`src/hdl/rtt_pkg.sv`:
```
// Shared types and constants of the repeating timer table.
// No dependencies; used by every module of the block.
`default_nettype none
package rtt_pkg;
  localparam int TIMER_SLOTS_DEF = 16;
  localparam int MAX_SLOTS       = 64;
  localparam int SLOT_W          = $clog2(MAX_SLOTS);
  localparam int MAX_RESULTS     = 16;
  localparam int TIME_W          = 48;
  localparam int CNT_W           = $clog2(MAX_RESULTS + 1);
  localparam logic [TIME_W-1:0] MASK48 = {TIME_W{1'b1}};
  localparam logic [31:0]       MASK32 = 32'hFFFF_FFFF;

  localparam logic [1:0] CMD_ADD_ONE  = 2'd0;
  localparam logic [1:0] CMD_ADD_PER  = 2'd1;
  localparam logic [1:0] CMD_CANCEL   = 2'd2;
  localparam logic [1:0] CMD_TICK     = 2'd3;

  localparam logic [1:0] KIND_ADDED   = 2'd0;
  localparam logic [1:0] KIND_FULL    = 2'd1;
  localparam logic [1:0] KIND_TIMEOUT = 2'd2;

  // search wavefront handed from cell to cell
  typedef struct packed {
    logic              wave;
    logic              found;
    logic [TIME_W-1:0] deadline;
    logic [15:0]       id;
    logic [7:0]        dest;
    logic              periodic;
    logic [31:0]       interval;
    logic [SLOT_W-1:0] slot;
  } link_t;

  // controls broadcast from the sequencer to all cells
  typedef struct packed {
    logic              add_mode;
    logic [TIME_W-1:0] now;
    logic [15:0]       add_id;
    logic [7:0]        add_dest;
    logic [TIME_W-1:0] add_deadline;
    logic              add_periodic;
    logic [31:0]       add_interval;
    logic              cancel;
    logic [15:0]       cancel_id;
    logic              clr_fired;
    logic              upd;
    logic [SLOT_W-1:0] upd_slot;
    logic              upd_kill;
    logic [TIME_W-1:0] upd_deadline;
  } bcast_t;
endpackage
`default_nettype wire

```
`src/hdl/rtt_div.sv`:
```
// Restoring divider, one quotient bit per cycle, for missed-period counts.
// Depends on rtt_pkg.
`default_nettype none
module rtt_div (
  input  wire logic                       clk,
  input  wire logic                       rst,
  input  wire logic                       start,
  input  wire logic [rtt_pkg::TIME_W-1:0] dividend,
  input  wire logic [31:0]                divisor,
  output logic                            done,
  output logic [rtt_pkg::TIME_W-1:0]      quotient
);
  localparam int STEP_W = $clog2(rtt_pkg::TIME_W);

  logic              busy;
  logic [STEP_W-1:0] step;
  logic [31:0]       rem;
  logic [31:0]       dvs;
  logic [32:0]       trial;
  logic              ge;

  assign trial = {rem, quotient[rtt_pkg::TIME_W-1]};
  assign ge    = trial >= {1'b0, dvs};

  always_ff @(posedge clk) begin
    if (rst) begin
      busy <= 1'b0;
      done <= 1'b0;
    end else begin
      done <= 1'b0;
      if (start) begin
        busy     <= 1'b1;
        step     <= '0;
        rem      <= '0;
        dvs      <= divisor;
        quotient <= dividend;
      end else if (busy) begin
        rem      <= ge ? 32'(trial - {1'b0, dvs}) : trial[31:0];
        quotient <= {quotient[rtt_pkg::TIME_W-2:0], ge};
        step     <= step + 1'b1;
        if (step == STEP_W'(rtt_pkg::TIME_W - 1)) begin
          busy <= 1'b0;
          done <= 1'b1;
        end
      end
    end
  end
endmodule
`default_nettype wire

```
`config.mk`:
```
export PLATFORM = sky130hd
export DESIGN_NAME = rtt_div
export DESIGN_NICKNAME = d
export VERILOG_FILES = /design/src/hdl/rtt_pkg.sv /design/src/hdl/rtt_div.sv
export SDC_FILE = /design/constraint.sdc
export NUM_CORES = 1
export LEC_CHECK = 0
export BUFFER_PORTS_ARGS = -buffer_cell sky130_fd_sc_hd__buf_2
export CORE_MARGIN = 3
export CORE_UTILIZATION = 60
export CTS_BUF_LIST = sky130_fd_sc_hd__clkbuf_4
export DETAILED_ROUTE_END_ITERATION = 10
export PLACE_DENSITY = 0.85
export SLEW_MARGIN = 0
export SYNTH_ARGS = -nofsm -noshare
export SYNTH_HDL_FRONTEND = slang
export SYNTH_SLANG_ARGS = --single-unit
```
`constraint.sdc`:
```
create_clock -name clk -period 13.28 [get_ports clk]
set_input_delay 0.664 -clock clk [delete_from_list [all_inputs] [get_ports clk]]
set_output_delay 0.664 -clock clk [all_outputs]
set_load 0.02 [all_outputs]
```
Word-level counts from Yosys, hierarchy flattened
Cells that the tools add are included.

cells by class
  add/sub/neg operators = 2
  $lt $le $gt $ge = 1
  equality and inequality tests = 1
  muxes and demuxes = 9
  bitwise logic cells = 2
  reductions and logical operators = 4

operator list
  kind                   count
  $mux W48               2
  $mux W32               2
  $ge A33 B32 Y1         1
  $sub A32 B32 Y32       1
  $add A6 B1 Y6 const B  1
  $eq A6 B6 Y1 const B   1
  $mux W6                1
  $mux W1                4
  $reduce_and A2 Y1      2
  $reduce_or A3 Y1       1
  $not A1 Y1             2
  $reduce_bool A2 Y1     1

storage, ports and cells
  register bits after elaboration = 120
  bits of input ports = 83
  output and inout bits = 49

Longest topological paths before layout
  depth after elaboration = 4
  gate-level depth with buffers = 12

Worst setup path before layout
Ideal clock, no wire load.

  path kind = input to register
  from = input start
  to = register quotient[0] (netlist name) (enable)
  arrival = 4.641 ns
  path slack = 8.106 ns
  stages = 3
  buffers on the path = 1
  cells stage by stage = clkbuf_1 -> nor2_1 -> nor2_1

on the way
  cells in the longest elaborated chain, start to end = 2

RTL lines
  item                                 RTL line       source
  start, declared                      rtt_div.sv:7   input wire logic start,
  $reduce_bool A2 Y1 (no source line)  --
  $reduce_and A2 Y1 (no source line)   --
  end signal, assigned                 rtt_div.sv:36  quotient <= dividend;
  end signal, assigned                 rtt_div.sv:39  quotient <= {quotient[rtt_pkg::TIME_W-2:0], ge};
  end, declared                        rtt_div.sv:11  output logic [rtt_pkg::TIME_W-1:0] quotient

No other way between the ends.
A chain may end at the register's enable or synchronous reset.

Worst setup path after layout
  from = register rem[29]
  to = register rem[22] (data pin)

on the way
  cells in the longest elaborated chain, start to end = 3

RTL lines
  item                    RTL line       source
  start, declared         rtt_div.sv:17  logic [31:0] rem;
  start signal, assigned  rtt_div.sv:38  rem <= ge ? 32'(trial - {1'b0, dvs}) : trial[31:0];
  $ge A33 B32 Y1          rtt_div.sv:23  assign ge = trial >= {1'b0, dvs};
  $mux W32                rtt_div.sv:38
  $mux W32                rtt_div.sv:37  end else if (busy) begin

No other way between the ends. The select of a mux whose other input is x is not followed.

==> results.toml <==
[setup_path]
crit_fanout = 33
slowest_delay_ns = 0.43
end_kind = "flip-flop"
setup.worst_path.start_class = "flip-flop"
rr_worst_depth = 9
crit_cells = 9
arrival_ns = 3.49
cp_top_family = "compound AO/OA/AOI/OAI gates"
r2r_slack_ns = 10.08
r2r_start = "rem[29]$_SDFFCE_PP0P_"
crit_chain = "ha_1, nand2_1, nand2_1, a211o_1, a41oi_1, a21boi_4, nand2_4, nand2_1, o22ai_1"
cp-startpoint = "rem[29]$_SDFFCE_PP0P_"
critPathBufInv = 0
critPathSlowestCell = "edfxtp_1"
r2r_end = "rem[22]$_SDFFCE_PP0P_"
endpoint = "rem[22]$_SDFFCE_PP0P_"
crit_path_frequent_cell = "nand2_1"
worstPathRequired_ns = 13.57
crit_type = "flip-flop to flip-flop"

[routing]
ant_nets = 0
wl_met3_um = 1380
vias = 5000
dr.max_layer_used = "met4"
wl_met1_um = 6030
vias_per_cell = 5.90
wirelength_um = 15600
wl_per_cell_um = 18.4
dr.pass1.iters = 6
drc = 0
initialDrtViolationCount = 390
dr_wl_met2_um = 7910

[place]
globalplace.congestion = 0.879
dp_hpwl_um = 10800
io_buffers = 131

[final_layout]
area_growth_pct = 16.9
layout-drive-gt1-share_pct = 33.9
final_cell_mix = "buf_2, edfxtp_1, nor2_1, mux2_2, a21oi_1"
nFillCells = 723
antennaDiodeCount = 0
nets = 811
final_common_cell = "buf_2"
final_util_pct = 72.2

[floorplan]
core.rowCount = 38
die_y_um = 112
start_util_pct = 61.8
dieArea_um2 = 12500
io_pins = 132
design.core.area_um2 = 10900
die_x_um = 112

[cts]
cts_resized = 0
tritoncts = "yes"
cts-root-buf = "clkbuf_4"
numCtsBuffers = 17
clkSlewWorstSetupHoldPaths_ns = 0.15
worst_skew_pair.late_latency_ns = 0.56
post-cts-setup-buffer-count = 0
cts_hold_buf = 0
ctsLongestPathBuffers = 2
htree_num_levels = 4
cts.sinks = 120

[power_and_ir_drop]
leakage_nw = 3.28
cellPowerDensity_nw_per_um2 = 139
irDropWorstVdd_v = 0.000149

[global_routing]
grt_max_degree = 85
antenna_found_initial = 0
grt_overflow = 0
grtUsageTotal_pct = 25.4
grt_pass1_wl_um = 25000
grt_pass1_vias = 5002

[synthesis]
synth-main-ff-cell = "edfxtp_1"
async_flop_share_pct = 0
synth_edf_count = 118
ys_seq_area_share_pct = 53.3
syn_nets = 677
synth_cells = 560
syn-mean-instance-area_um2 = 12.0
ys.warnings.count = 0
synth_cell_types = 63
synth.cell_area_um2 = 6720
ys_seq_elements = 120

[run]
drv_cap = 0

[sta]
clock_skew_ns = 0.0394
tightest_slew_ns = 1.00
period_needed_ns = 3.20
finalSetupTns_ns = 0
rsz0062_at_grt = "false"
period_share_pct = 24.1
relSlewSlack_pct = 33.0
setup_viol_count_final = 0
worst_hold_slack_ns = 0.261
slew_violations = 0
hold_viol_final = 0
max_freq_ghz = 0.312

[worst_hold_path]
hold_path.class = "input pin to flip-flop"

[run_status]
status = "finished, final reports clean"
==> state kept, by name, summed over array words and instances (netlist names) <==
name / count
busy: 1
done: 1
dvs: 32
quotient: 48
rem: 32
step: 6
==> synthesized netlist by cell type, types with 2 or more instances <==
cell	count	area share, %
xor2_1	8	1.0
a21oi_1	44	3.3
o22ai_1	4	0.37
nand2b_1	3	0.28
mux2_2	47	7.9
a21oi_2	2	0.26
nor2_1	55	3.1
nand3_1	10	0.74
inv_1	39	2.2
nor3_1	9	0.67
or2_2	2	0.19
ha_1	33	6.1
nand2_1	29	1.6
dfxtp_1	2	0.60
a211oi_2	8	1.5
o21ai_0	16	1.2
nand4_1	4	0.37
a21o_1	14	1.6
edfxtp_1	118	53
buf_2	3	0.22
buf_6	5	0.84
mux2i_1	12	1.8
a41oi_1	2	0.26
and2_1	4	0.37
xnor2_1	22	2.9
a31oi_1	4	0.37
nor2b_1	4	0.37
o2111ai_1	2	0.26
o221ai_1	2	0.26
clkbuf_1	10	0.56
or3_1	2	0.19
o21a_1	4	0.45
and4_1	2	0.26
a211o_1	2	0.26
o211ai_1	5	0.56
==> final cells by class <==
| class | count | area [um^2] | area share, % |
|---|---|---|---|
| Sequential cell | 120 | 3580 | 45.6 |
| Multi-Input combinational cell | 382 | 2890 | 36.8 |
| Timing Repair Buffer | 134 | 678 | 8.63 |
| Clock inverter | 15 | 260 | 3.31 |
| Tap cell | 140 | 175 | 2.23 |
| Inverter | 39 | 146 | 1.86 |
| Clock buffer | 17 | 128 | 1.62 |
==> cells by family (layout without fill, tap and decap cells) <==
logic type,after synthesis,count (layout),share of synthesized area (%)
XOR/XNOR,30,30,3.91
buffers and inverters,58,205,3.85
multiplexers,60,60,9.88
AO/OA/AOI/OAI,123,123,12.9
adder cells (fa/ha/maj),34,34,6.44
flip-flops,120,120,53.3
AND/OR/NAND/NOR,135,135,9.77
==> per-layer routing <==
metal | up-vias | GRT usage, %
li1 | 2353 | -
met1 | 2374 | 30.8
met2 | 245 | 42.8
met3 | 28 | 8.42
met4 | 0 | 8.92
met5 | - | 0
==> report_power, final <==
part           internal, W  switching (W)
logic             0.000111       0.000154
clock network     0.000192       0.000161
registers         0.000455      0.0000155
total             0.000759       0.000330
==> worst min-delay path by stage <==
stage                                from           endpoint  slack, ns  cells after the start
after global routing          divisor[31]  dvs[31]$_DFFE_PP_       0.22                      1
after detailed placement  busy$_SDFF_PP0_    done$_SDFF_PP0_       0.49                      1
final                          divisor[4]   dvs[4]$_DFFE_PP_       0.26                      1
after CTS                      divisor[4]   dvs[4]$_DFFE_PP_       0.22                      1
after floorplan           busy$_SDFF_PP0_    done$_SDFF_PP0_       0.46                      1
after global placement    busy$_SDFF_PP0_    done$_SDFF_PP0_       0.47                      1
==> through the flow <==
stage | area [um^2] | total power [W] | worst slack [ns] | instances
floorplan | 6720 | 0.000679 | 8.11 | 560
global placement | 7470 | 0.000727 | 9.85 | 815
detailed placement | 7470 | 0.000739 | 9.67 | 815
CTS | 7860 | 0.00109 | 10.17 | 847
global route | 7860 | 0.00114 | 9.90 | 847
finish | 7860 | 0.00109 | 10.08 | 847
No activity file was read; power rests on OpenSTA's default activity.
