## src/hdl/rtt_pkg.sv

```systemverilog
// Shared types and constants of the repeating timer table.
// No dependencies; used by every module of the block.
`default_nettype none
package rtt_pkg;
  localparam int TIMER_SLOTS_DEF = 16;
  localparam int MAX_SLOTS       = 64;
  localparam int SLOT_W          = $clog2(MAX_SLOTS);
  localparam int MAX_RESULTS     = 16;
  localparam int TIME_W          = 48;
  localparam int CNT_W           = $clog2(MAX_RESULTS + 1);
  localparam logic [TIME_W-1:0] MASK48 = {TIME_W{1'b1}};
  localparam logic [31:0]       MASK32 = 32'hFFFF_FFFF;

  localparam logic [1:0] CMD_ADD_ONE  = 2'd0;
  localparam logic [1:0] CMD_ADD_PER  = 2'd1;
  localparam logic [1:0] CMD_CANCEL   = 2'd2;
  localparam logic [1:0] CMD_TICK     = 2'd3;

  localparam logic [1:0] KIND_ADDED   = 2'd0;
  localparam logic [1:0] KIND_FULL    = 2'd1;
  localparam logic [1:0] KIND_TIMEOUT = 2'd2;

  // search wavefront handed from cell to cell
  typedef struct packed {
    logic              wave;
    logic              found;
    logic [TIME_W-1:0] deadline;
    logic [15:0]       id;
    logic [7:0]        dest;
    logic              periodic;
    logic [31:0]       interval;
    logic [SLOT_W-1:0] slot;
  } link_t;

  // controls broadcast from the sequencer to all cells
  typedef struct packed {
    logic              add_mode;
    logic [TIME_W-1:0] now;
    logic [15:0]       add_id;
    logic [7:0]        add_dest;
    logic [TIME_W-1:0] add_deadline;
    logic              add_periodic;
    logic [31:0]       add_interval;
    logic              cancel;
    logic [15:0]       cancel_id;
    logic              clr_fired;
    logic              upd;
    logic [SLOT_W-1:0] upd_slot;
    logic              upd_kill;
    logic [TIME_W-1:0] upd_deadline;
  } bcast_t;
endpackage
`default_nettype wire

```

## src/hdl/rtt_cell.sv

```systemverilog
// One timer slot of the chain, with its stage of the search wavefront.
// Depends on rtt_pkg.
`default_nettype none
module rtt_cell #(
  parameter int IDX = 0
) (
  input  wire logic           clk,
  input  wire logic           rst,
  input  wire rtt_pkg::bcast_t bc,
  input  wire rtt_pkg::link_t  link_in,
  output rtt_pkg::link_t       link_out
);
  localparam logic [rtt_pkg::SLOT_W-1:0] MY_SLOT = rtt_pkg::SLOT_W'(IDX);

  logic                       valid;
  logic                       fired;
  logic [15:0]                id;
  logic [7:0]                 dest;
  logic [rtt_pkg::TIME_W-1:0] deadline;
  logic                       periodic;
  logic [31:0]                interval;
  rtt_pkg::link_t             link_next;
  logic                       claim;
  logic                       better;

  always_comb begin
    link_next = link_in;
    claim  = link_in.wave && bc.add_mode && !link_in.found && !valid;
    better = link_in.wave && !bc.add_mode && valid && !fired && (deadline <= bc.now) &&
             (!link_in.found || (deadline < link_in.deadline) ||
              ((deadline == link_in.deadline) && (id < link_in.id)));
    if (claim) begin
      link_next.found = 1'b1;
      link_next.slot  = MY_SLOT;
    end else if (better) begin
      link_next.found    = 1'b1;
      link_next.deadline = deadline;
      link_next.id       = id;
      link_next.dest     = dest;
      link_next.periodic = periodic;
      link_next.interval = interval;
      link_next.slot     = MY_SLOT;
    end
  end

  always_ff @(posedge clk) begin
    if (rst) begin
      link_out.wave <= 1'b0;
    end else begin
      link_out <= link_next;
    end
  end

  always_ff @(posedge clk) begin
    if (rst) begin
      valid <= 1'b0;
      fired <= 1'b0;
    end else begin
      if (bc.clr_fired) begin
        fired <= 1'b0;
      end
      if (claim) begin
        valid    <= 1'b1;
        id       <= bc.add_id;
        dest     <= bc.add_dest;
        deadline <= bc.add_deadline;
        periodic <= bc.add_periodic;
        interval <= bc.add_interval;
      end
      if (bc.cancel && valid && (id == bc.cancel_id)) begin
        valid <= 1'b0;
      end
      if (bc.upd && (bc.upd_slot == MY_SLOT)) begin
        fired <= 1'b1;
        if (bc.upd_kill) begin
          valid <= 1'b0;
        end else begin
          deadline <= bc.upd_deadline;
        end
      end
    end
  end
endmodule
`default_nettype wire

```

## config.mk

```make
export PLATFORM = sky130hd
export DESIGN_NAME = rtt_cell
export DESIGN_NICKNAME = d
export VERILOG_FILES = /design/src/hdl/rtt_pkg.sv /design/src/hdl/rtt_cell.sv
export SDC_FILE = /design/constraint.sdc
export NUM_CORES = 1
export LEC_CHECK = 0
export BUFFER_PORTS_ARGS = -buffer_cell sky130_fd_sc_hd__buf_2
export CAP_MARGIN = 20
export CORE_AREA = 2 2 179 181
export CTS_CLUSTER_DIAMETER = 100
export DETAILED_ROUTE_END_ITERATION = 7
export DIE_AREA = 0 0 181 183
export GPL_TIMING_DRIVEN = 0
export MAX_ROUTING_LAYER = met4
export PLACE_DENSITY = 0.68
export SLEW_MARGIN = 20
export SYNTH_ARGS = -nofsm -noshare
export SYNTH_HDL_FRONTEND = slang
export SYNTH_SLANG_ARGS = --single-unit
```

## constraint.sdc

```tcl
create_clock -name clk -period 10.5 [get_ports clk]
set_input_delay 0.525 -clock clk [delete_from_list [all_inputs] [get_ports clk]]
set_output_delay 0.525 -clock clk [all_outputs]
set_load 0.01 [all_outputs]
```

Word-level counts from Yosys, hierarchy flattened. Cells that the tools add are included.

Logic and storage cells: 54. Output and inout port bits: 113. Register bits: 220. Input bits: 343.

Magnitude comparators: 3. Reductions and logical operators: 22. Multiplexer cells: 11. Bitwise logic cells: 1. Equality and inequality tests: 2.

Operators with widths (count): 48-bit two-way mux (3); 111-bit two-way mux (1); 105-bit two-way mux (1); 48-bit equality test (1); 48-bit <= comparator (1); 48-bit < comparator (1); 16-bit equality test (1); 16-bit < comparator (1); 1-bit logical AND (12); 6-bit logical NOT (1); 1-bit two-way mux (6); 1-bit logical NOT (4); 1-bit logical OR (2); 2-bit AND reduction (1); 2-bit nonzero test (1); 2-bit OR reduction (1); 1-bit inverter (1).

Depth between registers and ports, before layout. Gate-level depths: netlist of the first run.

Word-level depth: 8. Depth in mapped cells: 12. Gate-level depth less buffers: 10.

Worst setup path after synthesis of the first run. OpenSTA, ideal clock, no wires.

Kind: input to register. From: input port rst. To: register deadline[0] (netlist bit), enable pin. Slack: 6.377 ns. Path buffers: 0. Setup time: 0.512 ns. Cell stages on the path: 1. Required time: 9.988 ns. Data arrival time: 3.611 ns. Cells stage by stage: inv_1.

RTL lines: from (decl) (line rtt_cell.sv:8) `input wire logic rst,`; to (signal assigned) (line rtt_cell.sv:66) `deadline <= bc.add_deadline;`; to (signal assigned) (line rtt_cell.sv:78) `deadline <= bc.upd_deadline;`; to (decl) (line rtt_cell.sv:19) `logic [rtt_pkg::TIME_W-1:0] deadline;`.

No word-level cell between the ends.

==> results of run 1 <==
-- metal layers --
layer  up-vias  wire length [µm]  global-route usage [%]  share of wire, %
met4         0              1090                    7.12               2.9
met3        62              1970                    3.02               5.2
met1      4474             16300                    29.0                43
li1       4449                 -                       -                 -
met2       334             18600                    37.9                49
met5         -                 0                       -                 0
-- state kept, by name (all words and copies together), names as in the netlist --
signal / flops
dest: 8
valid: 1
id: 16
link_out: 113
periodic: 1
fired: 1
interval: 32
deadline: 48
-- layout by cell type, fill, tap and decap left out, types with 4 or more instances in the layout --
cell type and n:
inv_1 112, clkinv_1 8, a211oi_1 5, edfxtp_1 217
mux2_4 73, buf_2 458, a21oi_1 50, nor2b_1 4
nand2_1 76, buf_12 8, o21ai_0 63, mux2i_1 47
a21o_1 8, nand3_1 10, clkbuf_16 27, mux2_1 32
diode_2 10, ha_1 111, and3_1 6, nor2_1 15
nand4_1 21, nand2b_1 5, xnor2_1 16, clkbuf_1 18
-- worst max path at each step --
stage                       startpoint             to  slack (ps)  depth (start not counted)
after detailed placement       bc[225]  link_out[108]        6510                         13
after floorplan                    rst    deadline[0]        6380                          1
after global placement             rst   deadline[26]        4460                          2
after CTS                 deadline[45]  link_out[108]        6630                         11
final                     deadline[45]  link_out[108]        6780                         11
after global routing      deadline[45]  link_out[109]        6520                         11
-- cells by family (layout without fill, tap and decap cells) --
logic type	count (synthesis)	in the layout	share of synthesized area, %
compound gates	143	143	6.59
xor+xnor	16	16	1.14
fa+ha+maj	111	111	11.3
buf+inv	141	646	5.38
flops	220	220	53.4
mux	152	152	15.7
other cells	0	10	0
simple gates	156	156	6.54
-- layout make-up --
cell class                 instances  area [µm²]
fill                            2763       15200
sequential                       220        6580
multi-input combinational        578        5080
timing repair buffer             458        2350
clock buffer                      31         691
tap                              402         503
inverter                         113         432
buffer                            28         238
clock inverter                    16         155
antenna                           10        25.0
-- power groups by stage --
stage                     Clock (W)  Combinational [W]  Sequential, W
after floorplan                   0           0.000153        0.00108
after global placement            0           0.000296        0.00107
after detailed placement          0           0.000308        0.00107
after CTS                  0.000933           0.000311        0.00105
after global routing       0.000962           0.000344        0.00105
final                      0.000913           0.000309        0.00105
-- metrics by stage --
step           instance area, µm²  hold WS, ps  utilization (%)  setup slack (ps)  power (W)
3_3_place_gp                15100          461             48.3              4460    0.00137
2_1_floorplan               12300          439                -              6380    0.00123
4_1_cts                     16000          137             51.3              6630    0.00229
5_1_grt                     16100          142             51.4              6520    0.00236
6_report                    16100          164             51.4              6780    0.00227
3_5_place_dp                15200          478             48.6              6510    0.00138
==> results.tsv, run 1 <==
metric	value	unit
cts hold-fix bufs	0	
register area share after synthesis	53.4	%
hold path depth	1	
via density per instance	5.02	
dominant synthesized flop cell	edfxtp_1	
worst relative slew slack	41.2	%
root buffer cell	clkbuf_16	
Crit path arrival time	4000	ps
Initial Utilization	39.4	%
post-DP HPWL	29700	µm
CTS tree	yes	
Worst setup EP type	flip-flop	
crit-path leading delay family	simple AND/OR/NAND/NOR gates	
r2r startpoint	deadline[45]	
cts bufs inserted	26	
max-cap viol count	0	
drt drc	0	
GPL Wtd Cong	0.865	
Die X-Extent	181	µm
nets	1879	
min-delay worst type	input pin to flip-flop	
R2R setup slack	6780	ps
height of the die	183	µm
final critical-path required period	3720	ps
synth unique cells	49	
Core ar.	31200	µm²
Fin. Hold Viols	0	
most numerous cell on the critical path	buf_6	
fraction of registers with async set/reset	0	%
Cell Pwr Density	142	nW/µm²
Max stage delay on crit path	520	ps
vias in the first global route	9562	
total congestion overflow	0	
layout cells sized above 1	40.7	%
synthesized flop and latch total	220	
total die area	33100	µm²
sequential share of power	46.2	%
drt initial violations	445	
area share of the largest cell type after synthesis	52.9	%
row count	65	
I/O pin count	456	
syn_area_per_cell	13.1	µm²
Worst Path Buf+Inv	2	
clock slew at reported path FFs	60	ps
number of synthesized flops with an enable pin	217	
startpoint class of the critical path	flip-flop	
NetSw	0.000556	W
synth cell count leaders	edfxtp_1 (217), inv_1 (113), ha_1 (111), nand2_1 (76), mux2_4 (73)	
R2R depth	11	
Worst path slowest cell	nor3_1	
Sw Ratio	24.5	%
Clock power frac	40.2	%
mapped cell area	12300	µm²
CTS Buffer Depth	3	
post-route ant nets	0	
GR Util All Layers	22.7	%
Mapped Nets	1393	
RSZ-0062 raised after global routing	false	
Req. time, crit path	10780	ps
Peak supply drop	0.125	mV
first-pass GRT wire length	55500	µm
CP cell instances	ha_1 -> nand4_1 -> nor3_1 -> nand3_1 -> nand3b_4 -> o221ai_1 -> a211oi_1 -> o21ai_2 -> buf_6 -> buf_6 -> mux2_4	
routed wire length	37900	µm
Pleak	7.40	nW
WHS Endpoint	interval[8]	
synthesis warning total	0	
Comb power frac	13.6	%
dominant cells by area after synthesis	edfxtp_1 (53%), ha_1 (11%), mux2_4 (8.9%), mux2i_1 (3.8%), inv_1 (3.4%)	
Port Buffers	455	
Inst Count DP	1799	
Yosys top cell by area	edfxtp_1	
clk_skew	15.5	ps
wire length per cell	20.4	µm
vias	9319	
number of H-tree levels	1	
largest net degree at the start of global routing	85	
setup bufs post-CTS	0	
Synth Instances	939	
Worst-Skew Late Latency	530	ps
hold_sp	bc[82]	
setup TNS	0	ps
clk sinks	220	
TritonRoute pass-1 iters	4	
Reg2Reg Capture Point	link_out[108]	
Tightest Pin Transition	882	ps
Resized cells post-CTS	0	
synthesis-to-finish area growth	30.4	%
Pint	0.00172	W
Slew Limit Fails	0	
final setup fails	0	
initial antenna violation count	10	
Final Cycle Share	35.5	%
status	finished, final reports clean	
worst-path maximum fanout	10	
most frequent cell after synthesis	edfxtp_1	
Setup CP Type	flip-flop to flip-flop	
Finished Layout Cells	1856	
Max Clock Freq	268	MHz
No activity file was read; power rests on OpenSTA's default activity.
==> run 2: changes to the inputs <==
--- a/config.mk
+++ b/config.mk
@@ -13,7 +13,7 @@
 export DIE_AREA = 0 0 181 183
 export GPL_TIMING_DRIVEN = 0
 export MAX_ROUTING_LAYER = met4
-export PLACE_DENSITY = 0.68
+export PLACE_DENSITY = 0.71
 export SLEW_MARGIN = 20
 export SYNTH_ARGS = -nofsm -noshare
 export SYNTH_HDL_FRONTEND = slang
==> constraint.sdc (replaced) <==
create_clock -name clk -period 3.25 [get_ports clk]
set_input_delay 0.1625 -clock clk [delete_from_list [all_inputs] [get_ports clk]]
set_output_delay 0.1625 -clock clk [all_outputs]
set_load 0.01 [all_outputs]
==> results.tsv, run 2 (synthesis gave the netlist of run 1 again) <==
metric	value	unit	change
status	finished, final reports clean		
Slew Limit Fails	0		unchanged
commonest non-fill, non-tap cell in the layout	buf_2		
Cell Pwr Density	403	nW/µm²	+190%
post-DP HPWL	30600	µm	+2.9%
initial antenna violation count	8		-2
layout cells sized above 1	37.9	%	-2.9 points
Initial Utilization	39.4	%	unchanged
worst-path maximum fanout	10		unchanged
Port Buffers	455		unchanged
r2r startpoint	deadline[22]		
top flop regs	link_out: 113 flops, deadline: 48 flops, interval: 32 flops		
DP Area	15200	µm²	+0.45%
total congestion overflow	0		unchanged
GR Util All Layers	26.4	%	+3.7 points
clk_skew	18.3	ps	+2.74 ps
Peak supply drop	0.466	mV	+270%
first-pass GRT wire length	65000	µm	+17%
Min Hold Slack	12.4	ps	-151 ps
root buffer cell	clkbuf_16		
clock slew at reported path FFs	60	ps	about the same
largest net degree at the start of global routing	34		-60%
vias in the first global route	11500		+20%
GPL Wtd Cong	0.911		+5.4%
wire length per cell	21.1	µm	+3.3%
drt drc	0		unchanged
final setup fails	0		unchanged
Worst setup EP type	flip-flop		
Fin. Hold Viols	0		unchanged
cell area after layout	18900	µm²	+18%
most frequent cells in the layout	buf_2 (455), dlygate4sd3_1 (249), edfxtp_1 (217)		
max-cap viol count	0		unchanged
R2R depth	11		unchanged
WHS Endpoint	deadline[26]		
row count	65		unchanged
Core ar.	31200	µm²	unchanged
total die area	33100	µm²	unchanged
startpoint class of the critical path	flip-flop		
routed wire length	44700	µm	+18%
Pleak	8.74	nW	+18%
Layout fillers	2366		-14%
post-route ant nets	0		unchanged
height of the die	183	µm	unchanged
number of H-tree levels	1		unchanged
TritonRoute pass-1 iters	5		+1
cts bufs inserted	26		unchanged
CTS tree	yes		
final critical-path required period	3190	ps	-536 ps
RSZ-0062 raised after global routing	true		
clk sinks	220		unchanged
synthesis-to-finish area growth	53.9	%	
nets	2145		+14%
Tightest Pin Transition	1000	ps	+119 ps
hold_sp	bc[133]		
min-delay worst type	input pin to flip-flop		
worst relative slew slack	33.2	%	-8.0 points
Setup CP Type	flip-flop to flip-flop		
largest reg by FF count	link_out		
number of flip-flops in the largest register	113		unchanged
Final Cycle Share	98.1	%	+63 points
I/O pin count	456		unchanged
Req. time, crit path	3530	ps	-7250 ps
R2R setup slack	60	ps	-6710 ps
Reg2Reg Capture Point	link_out[52]		
Max Clock Freq	314	MHz	+17%
drt initial violations	694		+56%
CTS Buffer Depth	3		unchanged
via density per instance	5.11		+1.8%
vias	10800		+16%
Die X-Extent	181	µm	unchanged
Worst-Skew Late Latency	540	ps	about the same
Crit path arrival time	3470	ps	-530 ps
Crit. Startpoint	deadline[22]		
hold path depth	3		+2
run 2: cell count changes in the layout (fill, tap and decap cells not counted), sizes merged:
cell and delta:
clkinvlp +1, bufinv -1, diode -2, dlygate4sd3 +249
buf +17, inv -1
run 2: per-layer routing:
layer / vias to the layer above / track usage [%] / share of wire [%]
met3: 147 / 3.73 / 6.1
met1: 5139 / 31.4 / 40
met2: 566 / 45.3 / 50
met4: 0 / 11.0 / 4.6
met5: - / - / 0
li1: 4976 / - / -
run 2: cell type report:
type / count / area [µm²] / share of cell area [%]
clock inverter: 15 / 129 / 0.680
multi-input combinational: 578 / 5290 / 27.9
clock buffer: 31 / 691 / 3.64
tap: 402 / 503 / 2.65
inverter: 113 / 428 / 2.26
antenna: 8 / 20.0 / 0.106
sequential: 220 / 6580 / 34.7
timing repair buffer: 724 / 5020 / 26.5
buffer: 28 / 292 / 1.54
run 2: where the power goes:
group	leakage, nW	switching [W]	total [W]	internal [W]
logic	6.22	0.000609	0.00135	0.000740
registers	2.11	0.0000943	0.00339	0.00330
clock network	0.409	0.00123	0.00290	0.00167
total	8.74	0.00194	0.00764	0.00571
run 2: what timing repair did:
action | in CTS | in global routing
endpoints found under the hold margin | 220 | 0
setup endpoints to repair | 112 | 108
hold buffers | 249 | 0
pin swaps | 7 | 7
gates resized for setup | 14 | 44
buffers inserted | 4 | 9
run 2: worst max-delay path by stage:
stage	end	slack [ps]	depth (start not counted)
3_3_place_gp	link_out[90]	-1210	2
6_report	link_out[52]	60	11
4_1_cts	link_out[12]	-40	11
2_1_floorplan	deadline[0]	380	1
3_5_place_dp	link_out[108]	-590	11
5_1_grt	link_out[108]	-70	11
run 2: per-stage QoR:
stage                     cells  setup WS [ps]  util (%)  TNS (ps)  total power (W)
after floorplan             939            378         -         0          0.00397
after global placement     1796          -1210      48.3   -276860          0.00441
after detailed placement   1803           -587      48.8    -65550          0.00446
after CTS                  2102          -40.7      59.7      -418          0.00759
after global routing       2119          -68.8      60.7     -3640          0.00789
final                      2119           61.9      60.7         0          0.00764
run 2: critical path, cell delays in order (launching register included):
cell and delay, ps:
edfxtp_1 450, ha_1 360, a21oi_1 190, nand2_1 80, a221oi_1 320, o21ai_1 170
a311o_1 360, o21ai_2 210, o21ai_2 110, buf_12 190, buf_12 160, mux2_4 310
